<file path="src/rtl/pfe_pkg.sv">
// pfe_pkg: shared types and constants of the postfix expression evaluator
// character codes, status codes, operator codes, controller/datapath interface structs
// depends on nothing
package pfe_pkg;

   localparam int unsigned DATA_W   = 32;
   localparam int unsigned CHAR_W   = 8;
   localparam int unsigned STATUS_W = 3;
   localparam int unsigned DIV_STEPS = 32;
   localparam int unsigned DIV_CNT_W = $clog2(DIV_STEPS);

   localparam logic [CHAR_W-1:0] CH_ZERO  = 8'h30;
   localparam logic [CHAR_W-1:0] CH_NINE  = 8'h39;
   localparam logic [CHAR_W-1:0] CH_SPACE = 8'h20;
   localparam logic [CHAR_W-1:0] CH_ADD   = 8'h2B;
   localparam logic [CHAR_W-1:0] CH_SUB   = 8'h2D;
   localparam logic [CHAR_W-1:0] CH_MUL   = 8'h2A;
   localparam logic [CHAR_W-1:0] CH_DIV   = 8'h2F;
   localparam logic [CHAR_W-1:0] CH_TERM  = 8'h3F;

   typedef enum logic [STATUS_W-1:0] {
      ST_OK        = 3'd0,
      ST_UNDERFLOW = 3'd1,
      ST_OVERFLOW  = 3'd2,
      ST_DIVZERO   = 3'd3,
      ST_EMPTY     = 3'd4
   } status_type;

   typedef enum logic [1:0] {
      OP_ADD = 2'd0,
      OP_SUB = 2'd1,
      OP_MUL = 2'd2,
      OP_DIV = 2'd3
   } op_type;

   // controller to datapath
   typedef struct packed {
      logic digit;
      logic space;
      logic op_start;
      logic exec;
      logic div_wb;
      logic load_out;
   } cmd_type;

   // datapath to controller
   typedef struct packed {
      logic is_digit;
      logic is_space;
      logic is_op;
      logic is_term;
      logic cnt_ge2;
      logic needs_div;
      logic div_done;
      logic out_busy;
   } sts_type;

   // keeps only the first error of an expression
   function automatic status_type note_error(status_type cur, status_type code);
      note_error = (cur == ST_OK) ? code : cur;
   endfunction

endpackage

</file>
<file path="src/rtl/pfe_divider.sv">
// pfe_divider: iterative signed 32-bit divider, one quotient bit per cycle
// truncates toward zero, caller guarantees a nonzero divisor
// depends on pfe_pkg
module pfe_divider
   import pfe_pkg::*;
(
   input  logic              clock,
   input  logic              reset,
   input  logic              start,
   input  logic [DATA_W-1:0] dividend,
   input  logic [DATA_W-1:0] divisor,
   output logic [DATA_W-1:0] quotient,
   output logic              done
);

   logic                 busy_ff, busy_in;
   logic                 done_ff, done_in;
   logic [DIV_CNT_W-1:0] step_ff, step_in;
   logic [DATA_W-1:0]    rem_ff, rem_in;
   logic [DATA_W-1:0]    quo_ff, quo_in;
   logic [DATA_W-1:0]    dsr_ff, dsr_in;
   logic                 neg_ff, neg_in;
   logic [DATA_W:0]      rem_sh;
   logic [DATA_W:0]      diff;

   assign rem_sh = {rem_ff, quo_ff[DATA_W-1]};
   assign diff   = rem_sh - {1'b0, dsr_ff};

   always_comb begin
      busy_in = busy_ff;
      done_in = 1'b0;
      step_in = step_ff;
      rem_in  = rem_ff;
      quo_in  = quo_ff;
      dsr_in  = dsr_ff;
      neg_in  = neg_ff;
      if (start) begin
         busy_in = 1'b1;
         step_in = DIV_CNT_W'(DIV_STEPS - 1);
         rem_in  = '0;
         quo_in  = dividend[DATA_W-1] ? (~dividend + DATA_W'(1)) : dividend;
         dsr_in  = divisor[DATA_W-1] ? (~divisor + DATA_W'(1)) : divisor;
         neg_in  = dividend[DATA_W-1] ^ divisor[DATA_W-1];
      end else if (busy_ff) begin
         // restoring step
         if (!diff[DATA_W]) begin
            rem_in = diff[DATA_W-1:0];
            quo_in = {quo_ff[DATA_W-2:0], 1'b1};
         end else begin
            rem_in = rem_sh[DATA_W-1:0];
            quo_in = {quo_ff[DATA_W-2:0], 1'b0};
         end
         step_in = step_ff - DIV_CNT_W'(1);
         if (step_ff == '0) begin
            busy_in = 1'b0;
            done_in = 1'b1;
         end
      end
   end

   always_ff @(posedge clock) begin
      if (reset) begin
         busy_ff <= 1'b0;
         done_ff <= 1'b0;
      end else begin
         busy_ff <= busy_in;
         done_ff <= done_in;
      end
      step_ff <= step_in;
      rem_ff  <= rem_in;
      quo_ff  <= quo_in;
      dsr_ff  <= dsr_in;
      neg_ff  <= neg_in;
   end

   assign quotient = neg_ff ? (~quo_ff + DATA_W'(1)) : quo_ff;
   assign done     = done_ff;

endmodule

</file>
<file path="src/rtl/pfe_datapath.sv">
// pfe_datapath: value stack memory, number accumulator, alu, divider and result register
// acts on commands from pfe_controller and reports status back
// depends on pfe_pkg and pfe_divider
module pfe_datapath
   import pfe_pkg::*;
#(
   parameter int unsigned STACK_DEPTH = 16
) (
   input  logic                     clock,
   input  logic                     reset,
   input  logic [CHAR_W-1:0]        req_ch,
   input  cmd_type                  cmd,
   output sts_type                  sts,
   input  logic                     rsp_ready,
   output logic                     rsp_valid,
   output logic signed [DATA_W-1:0] rsp_value,
   output logic [STATUS_W-1:0]      rsp_status
);

   localparam int unsigned IDX_W = (STACK_DEPTH > 1) ? $clog2(STACK_DEPTH) : 1;
   localparam int unsigned CNT_W = $clog2(STACK_DEPTH + 1);

   logic [DATA_W-1:0] stack_mem [STACK_DEPTH];

   logic [CNT_W-1:0]    cnt_ff, cnt_in;
   logic [DATA_W-1:0]   acc_ff, acc_in;
   logic                lwd_ff, lwd_in;
   status_type          err_ff, err_in;
   op_type              op_ff, op_in;
   logic [DATA_W-1:0]   rd_top_ff, rd_nxt_ff;
   logic                out_valid_ff, out_valid_in;
   logic [DATA_W-1:0]   out_value_ff, out_value_in;
   status_type          out_status_ff, out_status_in;

   logic [CNT_W-1:0]  cnt_m1, cnt_m2;
   logic [IDX_W-1:0]  idx_top, idx_nxt;
   logic              wr_en;
   logic [IDX_W-1:0]  wr_idx;
   logic [DATA_W-1:0] wr_data;
   logic [DATA_W-1:0] alu_res;
   logic              div_start;
   logic [DATA_W-1:0] div_quo;
   logic              div_done;
   logic              full;
   logic              out_load;
   op_type            ch_op;

   assign cnt_m1  = cnt_ff - CNT_W'(1);
   assign cnt_m2  = cnt_ff - CNT_W'(2);
   assign idx_top = cnt_m1[IDX_W-1:0];
   assign idx_nxt = cnt_m2[IDX_W-1:0];
   assign full    = (cnt_ff == CNT_W'(STACK_DEPTH));

   // character classes
   always_comb begin
      sts.is_digit  = (req_ch >= CH_ZERO) && (req_ch <= CH_NINE);
      sts.is_space  = (req_ch == CH_SPACE);
      sts.is_op     = (req_ch == CH_ADD) || (req_ch == CH_SUB) ||
                      (req_ch == CH_MUL) || (req_ch == CH_DIV);
      sts.is_term   = (req_ch == CH_TERM);
      sts.cnt_ge2   = (cnt_ff >= CNT_W'(2));
      sts.needs_div = (op_ff == OP_DIV) && (rd_top_ff != '0);
      sts.div_done  = div_done;
      sts.out_busy  = out_valid_ff && !rsp_ready;
   end

   always_comb begin
      case (req_ch)
         CH_ADD:  ch_op = OP_ADD;
         CH_SUB:  ch_op = OP_SUB;
         CH_MUL:  ch_op = OP_MUL;
         CH_DIV:  ch_op = OP_DIV;
         default: ch_op = OP_ADD;
      endcase
   end

   // left operand is the deeper entry
   always_comb begin
      case (op_ff)
         OP_ADD:  alu_res = rd_nxt_ff + rd_top_ff;
         OP_SUB:  alu_res = rd_nxt_ff - rd_top_ff;
         OP_MUL:  alu_res = rd_nxt_ff * rd_top_ff;
         default: alu_res = '0;
      endcase
   end

   pfe_divider u_div (
      .clock    (clock),
      .reset    (reset),
      .start    (div_start),
      .dividend (rd_nxt_ff),
      .divisor  (rd_top_ff),
      .quotient (div_quo),
      .done     (div_done)
   );

   always_comb begin
      cnt_in    = cnt_ff;
      acc_in    = acc_ff;
      lwd_in    = lwd_ff;
      err_in    = err_ff;
      op_in     = op_ff;
      wr_en     = 1'b0;
      wr_idx    = idx_nxt;
      wr_data   = alu_res;
      div_start = 1'b0;
      out_load  = 1'b0;

      if (cmd.digit) begin
         acc_in = (acc_ff << 3) + (acc_ff << 1) + DATA_W'(req_ch[3:0]);
         lwd_in = 1'b1;
      end

      if (cmd.space) begin
         if (lwd_ff) begin
            if (full) begin
               err_in = note_error(err_ff, ST_OVERFLOW);
            end else begin
               wr_en   = 1'b1;
               wr_idx  = cnt_ff[IDX_W-1:0];
               wr_data = acc_ff;
               cnt_in  = cnt_ff + CNT_W'(1);
            end
            acc_in = '0;
         end
         lwd_in = 1'b0;
      end

      if (cmd.op_start) begin
         lwd_in = 1'b0;
         op_in  = ch_op;
         if (!sts.cnt_ge2) begin
            err_in = note_error(err_ff, ST_UNDERFLOW);
         end
      end

      if (cmd.exec) begin
         if (op_ff == OP_DIV) begin
            if (rd_top_ff == '0) begin
               err_in  = note_error(err_ff, ST_DIVZERO);
               wr_en   = 1'b1;
               wr_data = '0;
               cnt_in  = cnt_m1;
            end else begin
               div_start = 1'b1;
            end
         end else begin
            wr_en  = 1'b1;
            cnt_in = cnt_m1;
         end
      end

      if (cmd.div_wb) begin
         wr_en   = 1'b1;
         wr_data = div_quo;
         cnt_in  = cnt_m1;
      end

      if (cmd.load_out) begin
         out_load = 1'b1;
         cnt_in   = '0;
         acc_in   = '0;
         lwd_in   = 1'b0;
         err_in   = ST_OK;
      end
   end

   // result register
   always_comb begin
      out_valid_in  = out_valid_ff && !rsp_ready;
      out_value_in  = out_value_ff;
      out_status_in = out_status_ff;
      if (out_load) begin
         out_valid_in = 1'b1;
         out_value_in = (cnt_ff != '0) ? rd_top_ff : '0;
         if (err_ff != ST_OK) begin
            out_status_in = err_ff;
         end else if (cnt_ff == '0) begin
            out_status_in = ST_EMPTY;
         end else begin
            out_status_in = ST_OK;
         end
      end
   end

   // stack memory, one write and two registered reads
   always_ff @(posedge clock) begin
      if (wr_en) begin
         stack_mem[wr_idx] <= wr_data;
      end
      rd_top_ff <= stack_mem[idx_top];
      rd_nxt_ff <= stack_mem[idx_nxt];
   end

   always_ff @(posedge clock) begin
      if (reset) begin
         cnt_ff       <= '0;
         acc_ff       <= '0;
         lwd_ff       <= 1'b0;
         err_ff       <= ST_OK;
         out_valid_ff <= 1'b0;
      end else begin
         cnt_ff       <= cnt_in;
         acc_ff       <= acc_in;
         lwd_ff       <= lwd_in;
         err_ff       <= err_in;
         out_valid_ff <= out_valid_in;
      end
      op_ff         <= op_in;
      out_value_ff  <= out_value_in;
      out_status_ff <= out_status_in;
   end

   assign rsp_valid  = out_valid_ff;
   assign rsp_value  = $signed(out_value_ff);
   assign rsp_status = out_status_ff;

endmodule

</file>
<file path="src/rtl/pfe_controller.sv">
// pfe_controller: sequencing state machine of the postfix expression evaluator
// issues datapath commands per character and handles the input handshake
// depends on pfe_pkg
module pfe_controller
   import pfe_pkg::*;
(
   input  logic    clock,
   input  logic    reset,
   input  logic    req_valid,
   output logic    req_ready,
   input  sts_type sts,
   output cmd_type cmd
);

   typedef enum logic [4:0] {
      S_IDLE = 5'b00001,
      S_EXEC = 5'b00010,
      S_DIV  = 5'b00100,
      S_TRD  = 5'b01000,
      S_TOUT = 5'b10000
   } state_type;

   state_type state_ff, state_in;

   always_comb begin
      state_in  = state_ff;
      cmd       = '0;
      req_ready = 1'b0;
      case (state_ff)
         S_IDLE: begin
            req_ready = 1'b1;
            if (req_valid) begin
               if (sts.is_digit) begin
                  cmd.digit = 1'b1;
               end else if (sts.is_space) begin
                  cmd.space = 1'b1;
               end else if (sts.is_op) begin
                  cmd.op_start = 1'b1;
                  if (sts.cnt_ge2) begin
                     state_in = S_EXEC;
                  end
               end else if (sts.is_term) begin
                  // push a pending number first
                  cmd.space = 1'b1;
                  state_in  = S_TRD;
               end
            end
         end
         S_EXEC: begin
            cmd.exec = 1'b1;
            state_in = sts.needs_div ? S_DIV : S_IDLE;
         end
         S_DIV: begin
            if (sts.div_done) begin
               cmd.div_wb = 1'b1;
               state_in   = S_IDLE;
            end
         end
         S_TRD: begin
            state_in = S_TOUT;
         end
         S_TOUT: begin
            if (!sts.out_busy) begin
               cmd.load_out = 1'b1;
               state_in     = S_IDLE;
            end
         end
         default: begin
            state_in = S_IDLE;
         end
      endcase
   end

   always_ff @(posedge clock) begin
      if (reset) begin
         state_ff <= S_IDLE;
      end else begin
         state_ff <= state_in;
      end
   end

endmodule

</file>
<file path="src/rtl/postfix_expression_evaluator_core.sv">
// postfix_expression_evaluator_core: top level of the postfix expression evaluator
// joins the controller and the datapath
// depends on pfe_pkg, pfe_controller, pfe_datapath
//
// usage: characters arrive on the req_ channel (req_ch, valid/ready), one transfer
// per character; results leave on the rsp_ channel (rsp_value, rsp_status), one
// transfer per '?' terminator. digits, spaces and ignored characters are taken
// without leaving S_IDLE; + - * read the operands out of the stack memory, then the
// alu writes back; / with a nonzero divisor runs the 32-step restoring divider. '?'
// pushes a pending number, reads the top entry and, once the result register is
// free, loads it, then clears the expression state.
// the result sits in an output register: while it waits for rsp_ready the block
// keeps taking characters; only a second '?' holds in its final state until the
// previous result has been taken.
// reset (synchronous, active high) empties the stack, the accumulator, the error
// flag and the result register. stack entries are not cleared and need no pass
// after reset; entries at or above the fill count are never used.
module postfix_expression_evaluator_core
   import pfe_pkg::*;
#(
   parameter int unsigned STACK_DEPTH = 16
) (
   input  logic                     clock,
   input  logic                     reset,
   input  logic                     req_valid,
   output logic                     req_ready,
   input  logic [CHAR_W-1:0]        req_ch,
   output logic                     rsp_valid,
   input  logic                     rsp_ready,
   output logic signed [DATA_W-1:0] rsp_value,
   output logic [STATUS_W-1:0]      rsp_status
);

   // command and status between sequencer and datapath
   cmd_type cmd;
   sts_type sts;

   pfe_controller u_ctrl (
      .clock     (clock),
      .reset     (reset),
      .req_valid (req_valid),
      .req_ready (req_ready),
      .sts       (sts),
      .cmd       (cmd)
   );

   // stack, accumulator, alu, divider and result register
   pfe_datapath #(
      .STACK_DEPTH (STACK_DEPTH)
   ) u_dp (
      .clock      (clock),
      .reset      (reset),
      .req_ch     (req_ch),
      .cmd        (cmd),
      .sts        (sts),
      .rsp_ready  (rsp_ready),
      .rsp_valid  (rsp_valid),
      .rsp_value  (rsp_value),
      .rsp_status (rsp_status)
   );

endmodule

</file>
<file path="config.mk">
export PLATFORM = sky130hd
export DESIGN_NAME = postfix_expression_evaluator_core
export DESIGN_NICKNAME = d
export VERILOG_FILES = /design/src/rtl/pfe_pkg.sv /design/src/rtl/pfe_divider.sv /design/src/rtl/pfe_datapath.sv /design/src/rtl/pfe_controller.sv /design/src/rtl/postfix_expression_evaluator_core.sv
export SDC_FILE = /design/constraint.sdc
export NUM_CORES = 2
export LEC_CHECK = 0
export BUFFER_PORTS_ARGS = -buffer_cell sky130_fd_sc_hd__buf_2
export CAP_MARGIN = 20
export CORE_UTILIZATION = 60
export CTS_CLUSTER_DIAMETER = 50
export DETAILED_ROUTE_END_ITERATION = 8
export GPL_TIMING_DRIVEN = 0
export PLACE_DENSITY = 0.85
export SKIP_CTS_REPAIR_TIMING = 1
export SLEW_MARGIN = 20
export SYNTH_ARGS = -nofsm -noshare
export SYNTH_HDL_FRONTEND = slang
export SYNTH_SLANG_ARGS = --single-unit
</file>
<file path="constraint.sdc">
create_clock -name clock -period 23.1 [get_ports clock]
set_clock_uncertainty 0.05 [all_clocks]
set_input_delay 5.775 -clock clock [delete_from_list [all_inputs] [get_ports clock]]
set_output_delay 5.775 -clock clock [all_outputs]
set_load 0.02 [all_outputs]
</file>
# == Word level (Yosys, flattened, before mapping) ==
# Memories as Yosys holds them, arrays and structs flattened. A register that Yosys moved wholly into a read port is not among the register bits.
# Cells that the tools add are included.
# totals
reg_bits,188
ram_bits,512
input_bits,12
output_inout_bits,37
word_cells,167
mem_count,1
# memory_table
memory,words,width,read_ports,rd_clocked_by_memory_dff,write_ports,line_no,source
u_dp.stack_mem,16,32,2,2,1,pfe_datapath.sv:23,logic [DATA_W-1:0] stack_mem [STACK_DEPTH];
# op_classes
addsub,12
multipliers,1
magnitude_cmp,3
n_eq_ne,23
muxes,85
bitwise,5
reduce_logical,20
# ops
cell,n
two-way mux 32 bit,15
"adder 32 x 1 -> 32 bit, second input constant",3
inverter 32 bit,3
one-hot mux 32 bit (3 select lines),1
two-way mux 5 bit,15
adder 32 bit,2
"== test 8 x 6 -> 1 bit, second input constant",6
two-way mux 3 bit,16
subtractor 33 x 32 -> 33 bit,1
adder 32 x 4 -> 32 bit,1
logical NOT 32 bit,1
multiplier 32 x 32 -> 32 bit,1
nonzero test 32 bit,1
subtractor 32 bit,1
two-way mux 1 bit,31
two-way mux 31 bit,1
one-hot mux 5 bit (5 select lines),1
two-way mux 4 bit,3
"== test 5 bit, second input constant",2
logical NOT 5 bit,2
"subtractor 5 x 1 -> 5 bit, second input constant",2
">= comparator 8 x 6 -> 1 bit, second input constant",1
"<= comparator 8 x 6 -> 1 bit, second input constant",1
"!= test 2 bit, second input constant",4
other kinds (28),34

# == Logic depth before layout (Yosys ltp) ==
# depth
word_depth,16
ltp_mapped,28

# == By module ==
# A second synthesis with hierarchy kept.
# hier_totals
cells_unflattened,4656
hier_area_um2,56051.3
# modules_own_cells
mod,instances,cells_each,area_each_um2,seq_area_each_um2
pfe_datapath,1,3721,48032.3,18607.8
pfe_divider,1,892,7699.9,2732.6
pfe_controller,1,43,319.1,100.1

# == Worst setup path before layout ==
# Ideal clock, no wire load.
# synth_timing
path_type,in2reg
start,input req_ch[7]
end,"memory u_dp.stack_mem[12][0], enable pin"
setup_time_ns,0.421
arrival_time_ns,8.995
required_ns,22.629
slack_ns,13.634
stages,9
path_buffers,1
path_cell_list,nor3b_1 nand3_1 nor3_1 nand2_1 clkbuf_1 nor2_1 a21oi_1 or2_1 nor2_1
# synth_between
elab_chain_cells,16
word_cells_on_any_way,26
# synth_rtl
element,line_no,source
start: declaration,postfix_expression_evaluator_core.sv:27,"input logic [CHAR_W-1:0] req_ch,"
== test 8 x 6 -> 1 bit,pfe_datapath.sv:58,sts.is_op = (req_ch == CH_ADD) || (req_ch == CH_SUB) ||
logical OR 1 bit (2 in a row),pfe_datapath.sv:58,
logical OR 1 bit,pfe_datapath.sv:59,(req_ch == CH_MUL) || (req_ch == CH_DIV);
two-way mux 1 bit,pfe_controller.sv:37,end else if (sts.is_op) begin
two-way mux 1 bit,pfe_controller.sv:35,end else if (sts.is_space) begin
two-way mux 2 bit *,pfe_controller.sv:33,if (sts.is_digit) begin
two-way mux 3 bit *,pfe_controller.sv:32,if (req_valid) begin
two-way mux 3 bit *,pfe_controller.sv:29,case (state_ff)
two-way mux 1 bit,pfe_datapath.sv:114,if (cmd.space) begin
two-way mux 1 bit,pfe_datapath.sv:139,if (rd_top_ff == '0) begin
two-way mux 1 bit,pfe_datapath.sv:138,if (op_ff == OP_DIV) begin
two-way mux 1 bit,pfe_datapath.sv:137,if (cmd.exec) begin
two-way mux 1 bit,pfe_datapath.sv:153,if (cmd.div_wb) begin
two-way mux 1 bit,pfe_datapath.sv:188,if (wr_en) begin
two-way mux 1 bit (not written as such),pfe_datapath.sv:189,stack_mem[wr_idx] <= wr_data;
end: declaration,pfe_datapath.sv:23,
# Every way passes the cells marked *; elsewhere a longest branch is shown, timed or not.

# == Worst setup path in the final report ==
# layout_timing
start,register u_dp.rd_top_ff[7] (read register of u_dp.stack_mem)
end,memory u_dp.stack_mem[11][31] (data pin)
# layout_between
elab_chain_cells,9
word_cells_on_any_way,12
# layout_rtl
element,line_no,source
start: declaration,pfe_datapath.sv:30,"logic [DATA_W-1:0] rd_top_ff, rd_nxt_ff;"
"multiplier 32 x 32 -> 32 bit, or another cell as far along",pfe_datapath.sv:82,OP_MUL: alu_res = rd_nxt_ff * rd_top_ff;
one-hot mux 32 bit (3 select lines),pfe_datapath.sv:79,case (op_ff)
two-way mux 32 bit,pfe_datapath.sv:116,if (full) begin
two-way mux 32 bit,pfe_datapath.sv:115,if (lwd_ff) begin
two-way mux 32 bit,pfe_datapath.sv:114,
two-way mux 32 bit,pfe_datapath.sv:139,
two-way mux 32 bit,pfe_datapath.sv:138,
two-way mux 32 bit *,pfe_datapath.sv:137,
two-way mux 32 bit *,pfe_datapath.sv:153,
via u_dp.wr_data[31],pfe_datapath.sv:39,logic [DATA_W-1:0] wr_data;
# Mark *: on every way through the listed nets, which the timed path passes. The rest lies on a longest branch.

==> reports/qor.txt <==
CP max stage cell -> a2111oi_1
min setup slack post-route -> 11.80 ns
Clock Pin Slew Worst Setup and Hold Paths -> 0.07 ns
vias in the first global route -> 42600
Core Area -> 91800 um^2
Post-synth EDFFs -> 614
top fanout value on the critical path -> 16
Post-route DRC -> 0
first-pass GRT wire length -> 284000 um
Yosys warnings -> 0
combinational power share -> 0.343
Setup TNS Final -> 0 ns
Reg2Reg Capture Point -> u_dp.stack_mem[11][31]
antenna viol nets, final -> 0
switching share of total power -> 0.364
Worst Reg2Reg Path Length in Cells -> 24
post-DR vias/cell -> 6.89
Worst EP arrival -> 11.52 ns
CP Capture Type -> flip-flop
R2R Setup Slk -> 11.80 ns
Worst path max stage delay -> 0.94 ns
DP HPWL -> 142000 um
Internal Power -> 2790 uW
Syn-to-layout area delta -> 10.5%
Worst Path Required -> 23.31 ns
HP Class -> flip-flop to flip-flop
Max Clk Rate -> 88.5 MHz
Final Core Density -> 0.670
Ports -> 49
Mapped Area -> 55600 um^2
Initial Util -> 0.606
worst r2r src -> u_dp.rd_top_ff[7]
CTS tree -> built
final hold violation count -> 0
initial antenna violation count -> 14
setup slack at placement -> 12.19 ns
startpoint types -> flip-flop
status -> finished clean
worst vdd ir -> 0.134 mV
Max Slew Vio Count -> 0
Site Rows -> 111
pwr dens -> 71.4 nW/um^2
port buffer count -> 48
CP Launch Point -> u_dp.rd_top_ff[7]
max capacitance violation total -> 0
Switch Pwr -> 1600 uW
gpl congestion -> 1.09
Final setup viols -> 0
CP Cell Sequence -> clkbuf_1 > clkbuf_1 > and2_1 > fa_1 > fa_1 > fa_1 > inv_1 > fa_1 > inv_1 > fa_1 > fa_1 > fa_1 > fa_1 > ha_1 > o21a_1 > a21oi_1 > o32ai_2 > buf_4 > a31o_2 > o21ai_0 > a21oi_1 > xnor2_1 > a2111oi_1 > o22ai_2
worst hold slack -> 0.424 ns
critical path class -> flip-flop to flip-flop
Tcrit/Tclk final -> 0.489
multi-input logic area -> 31700 um^2
global route overflow -> 0
post-synth cell types -> 80
WL final -> 195000 um
H-tree depth -> 3
Slew @ Worst Pin -> 1.24 ns
via count -> 42100
clk_lat worst skew -> 0.68 ns
post-synthesis sequential area ratio -> 0.385
clock power share -> 0.316
die width -> 307 um
Yosys reg bits -> 764
Die Area -> 94000 um^2
largest net degree at the start of global routing -> 33
CTS Buffer Depth -> 3
min cycle time layout -> 11.30 ns
sequential share of power -> 0.341
Tot GR Track Use -> 0.421
Reg area -> 21400 um^2
Mapped Cells -> 4607
TritonCTS Buffers -> 85
min-delay src -> u_dp.err_ff[2]
RSZ-0062 raised after global routing -> no
DR pass1 iterations -> 8
Critical Path Most Common Cell -> fa_1
Initial DRC Count -> 5918
# nets final -> 5465
Lkg Pwr -> 0.0235 uW
Die Height -> 307 um
drt wl/cell -> 31.9 um
asr flop ratio synth -> 0
clk sink count -> 764
Syn Nets -> 5286
ys flop type -> edfxtp_1
Root Driver -> clkbuf_16
syn avg cell area -> 12.1 um^2
Worst Setup EP -> u_dp.stack_mem[11][31]
proportion of layout cells with a drive suffix above 1 -> 0.136
headroom to the max-slew limit -> 0.173
Fillers -> 6524
-- per-layer routing --
layer  vias up  part of all wire  routed length [um]  track usage
met5         -           0.00062                 121            0
met4        16             0.083               16200        0.293
met3       999              0.13               25900        0.111
met2      3646              0.45               88300        0.651
met1     20700              0.33               64300        0.518
li1      16700                 -                   -            -
-- Yosys cell counts, types with 8 or more instances --
cell type	n	area share
a211oi_1	35	0.0047
a21o_1	41	0.0055
a21oi_1	142	0.013
a31o_2	8	0.0013
a31oi_1	14	0.0016
and2_1	312	0.035
and3_1	9	0.0010
buf_1	28	0.0019
clkbuf_1	244	0.016
dfxtp_1	150	0.054
edfxtp_1	614	0.33
fa_1	412	0.15
ha_1	255	0.057
inv_1	449	0.030
mux2i_1	30	0.0054
mux4_2	320	0.13
nand2_1	429	0.029
nand2b_1	37	0.0042
nand3_1	49	0.0044
nand4_1	18	0.0020
nor2_1	162	0.011
nor2b_1	48	0.0054
nor3_1	29	0.0026
o211ai_1	25	0.0034
o21a_1	32	0.0043
o21ai_0	171	0.015
o21ai_1	8	0.00072
o21bai_1	14	0.0019
o221ai_1	16	0.0025
o22ai_1	14	0.0016
o31ai_1	33	0.0045
o41ai_1	15	0.0024
or2_2	10	0.0011
or3_1	26	0.0029
or4_1	16	0.0022
xnor2_1	162	0.026
xor2_1	117	0.018
-- cells in the final DEF (no fill, tap or decap), types with 14 or more instances in the layout --
cell	n
edfxtp_1	614
inv_1	449
nand2_1	428
fa_1	412
mux4_2	320
and2_1	312
ha_1	255
clkbuf_1	245
xnor2_1	160
o21ai_0	158
dfxtp_1	150
nor2_1	144
a21oi_1	139
xor2_1	117
clkbuf_16	87
buf_2	55
nand3_1	49
nor2b_1	48
a21o_1	41
nand2b_1	37
a211oi_1	35
o31ai_1	32
o21a_1	32
mux2i_1	30
nor3_1	28
or3_1	26
o211ai_1	25
clkbuf_2	23
buf_16	21
nand4_1	18
buf_1	17
nor2_4	17
clkinv_2	17
or4_1	16
o221ai_1	16
o41ai_1	15
o21ai_1	15
o21bai_1	14
-- worst min-delay path by stage --
stage | to | slack (ns) | cells after the start
2_1_floorplan | u_dp.u_div.done | 0.39 | 1
3_3_place_gp | u_dp.err_ff[2] | 0.41 | 2
3_5_place_dp | u_dp.err_ff[2] | 0.42 | 2
4_1_cts | u_dp.err_ff[2] | 0.42 | 2
5_1_grt | u_dp.u_div.done | 0.45 | 1
6_report | u_dp.err_ff[2] | 0.42 | 2
-- kinds of logic after synthesis --
family	synth area share
AO/OA/AOI/OAI	0.0732
adder cells (fa/ha/maj)	0.206
multiplexers	0.136
flip-flops	0.385
XOR/XNOR	0.0439
buffers and inverters	0.0492
AND/OR/NAND/NOR	0.107
-- registers in the layout, indices dropped and copies added, names as in the netlist, 2 cells and up --
name / flops
u_dp.stack_mem: 512
u_dp.acc_ff: 32
u_dp.rd_nxt_ff: 32
u_dp.rd_top_ff: 32
u_dp.rsp_value: 32
u_dp.u_div.dsr_ff: 32
u_dp.u_div.quo_ff: 32
u_dp.u_div.rem_ff: 32
u_ctrl.state_ff: 5
u_dp.cnt_ff: 5
u_dp.u_div.step_ff: 5
u_dp.err_ff: 3
u_dp.rsp_status: 3
u_dp.op_ff: 2
-- cell type report --
type / instances / area share
multi-input combinational: 3115 / 0.516
sequential: 764 / 0.349
clock buffer: 111 / 0.0385
inverter: 450 / 0.0275
tap: 1243 / 0.0253
timing repair buffer: 92 / 0.0182
buffer: 278 / 0.0176
clock inverter: 48 / 0.00779
antenna: 7 / 0.000285
-- critical path: cells and delay by family (launching register included) --
kind            cells  cell delay, ns
buf+inv             5            2.10
compound gates      8            3.29
flops               1            0.66
fa+ha+maj           9            4.25
xor+xnor            1            0.23
simple gates        1            0.26
-- metrics by stage --
step	instance area, um^2	instances	power, uW
6_report	61500	6108	4390
5_1_grt	61500	6101	4520
4_1_cts	61400	6098	4340
3_5_place_dp	58500	5939	2970
3_3_place_gp	57400	5898	2940
2_1_floorplan	55600	4607	2420
-- power groups by stage --
stage / registers, uW / logic (uW) / clock network (uW)
finish: 1500 / 1510 / 1390
global route: 1500 / 1590 / 1430
CTS: 1500 / 1460 / 1380
detailed placement: 1530 / 1450 / 0
global placement: 1530 / 1410 / 0
floorplan: 1520 / 900 / 0
No activity file was read; power rests on OpenSTA's default activity.
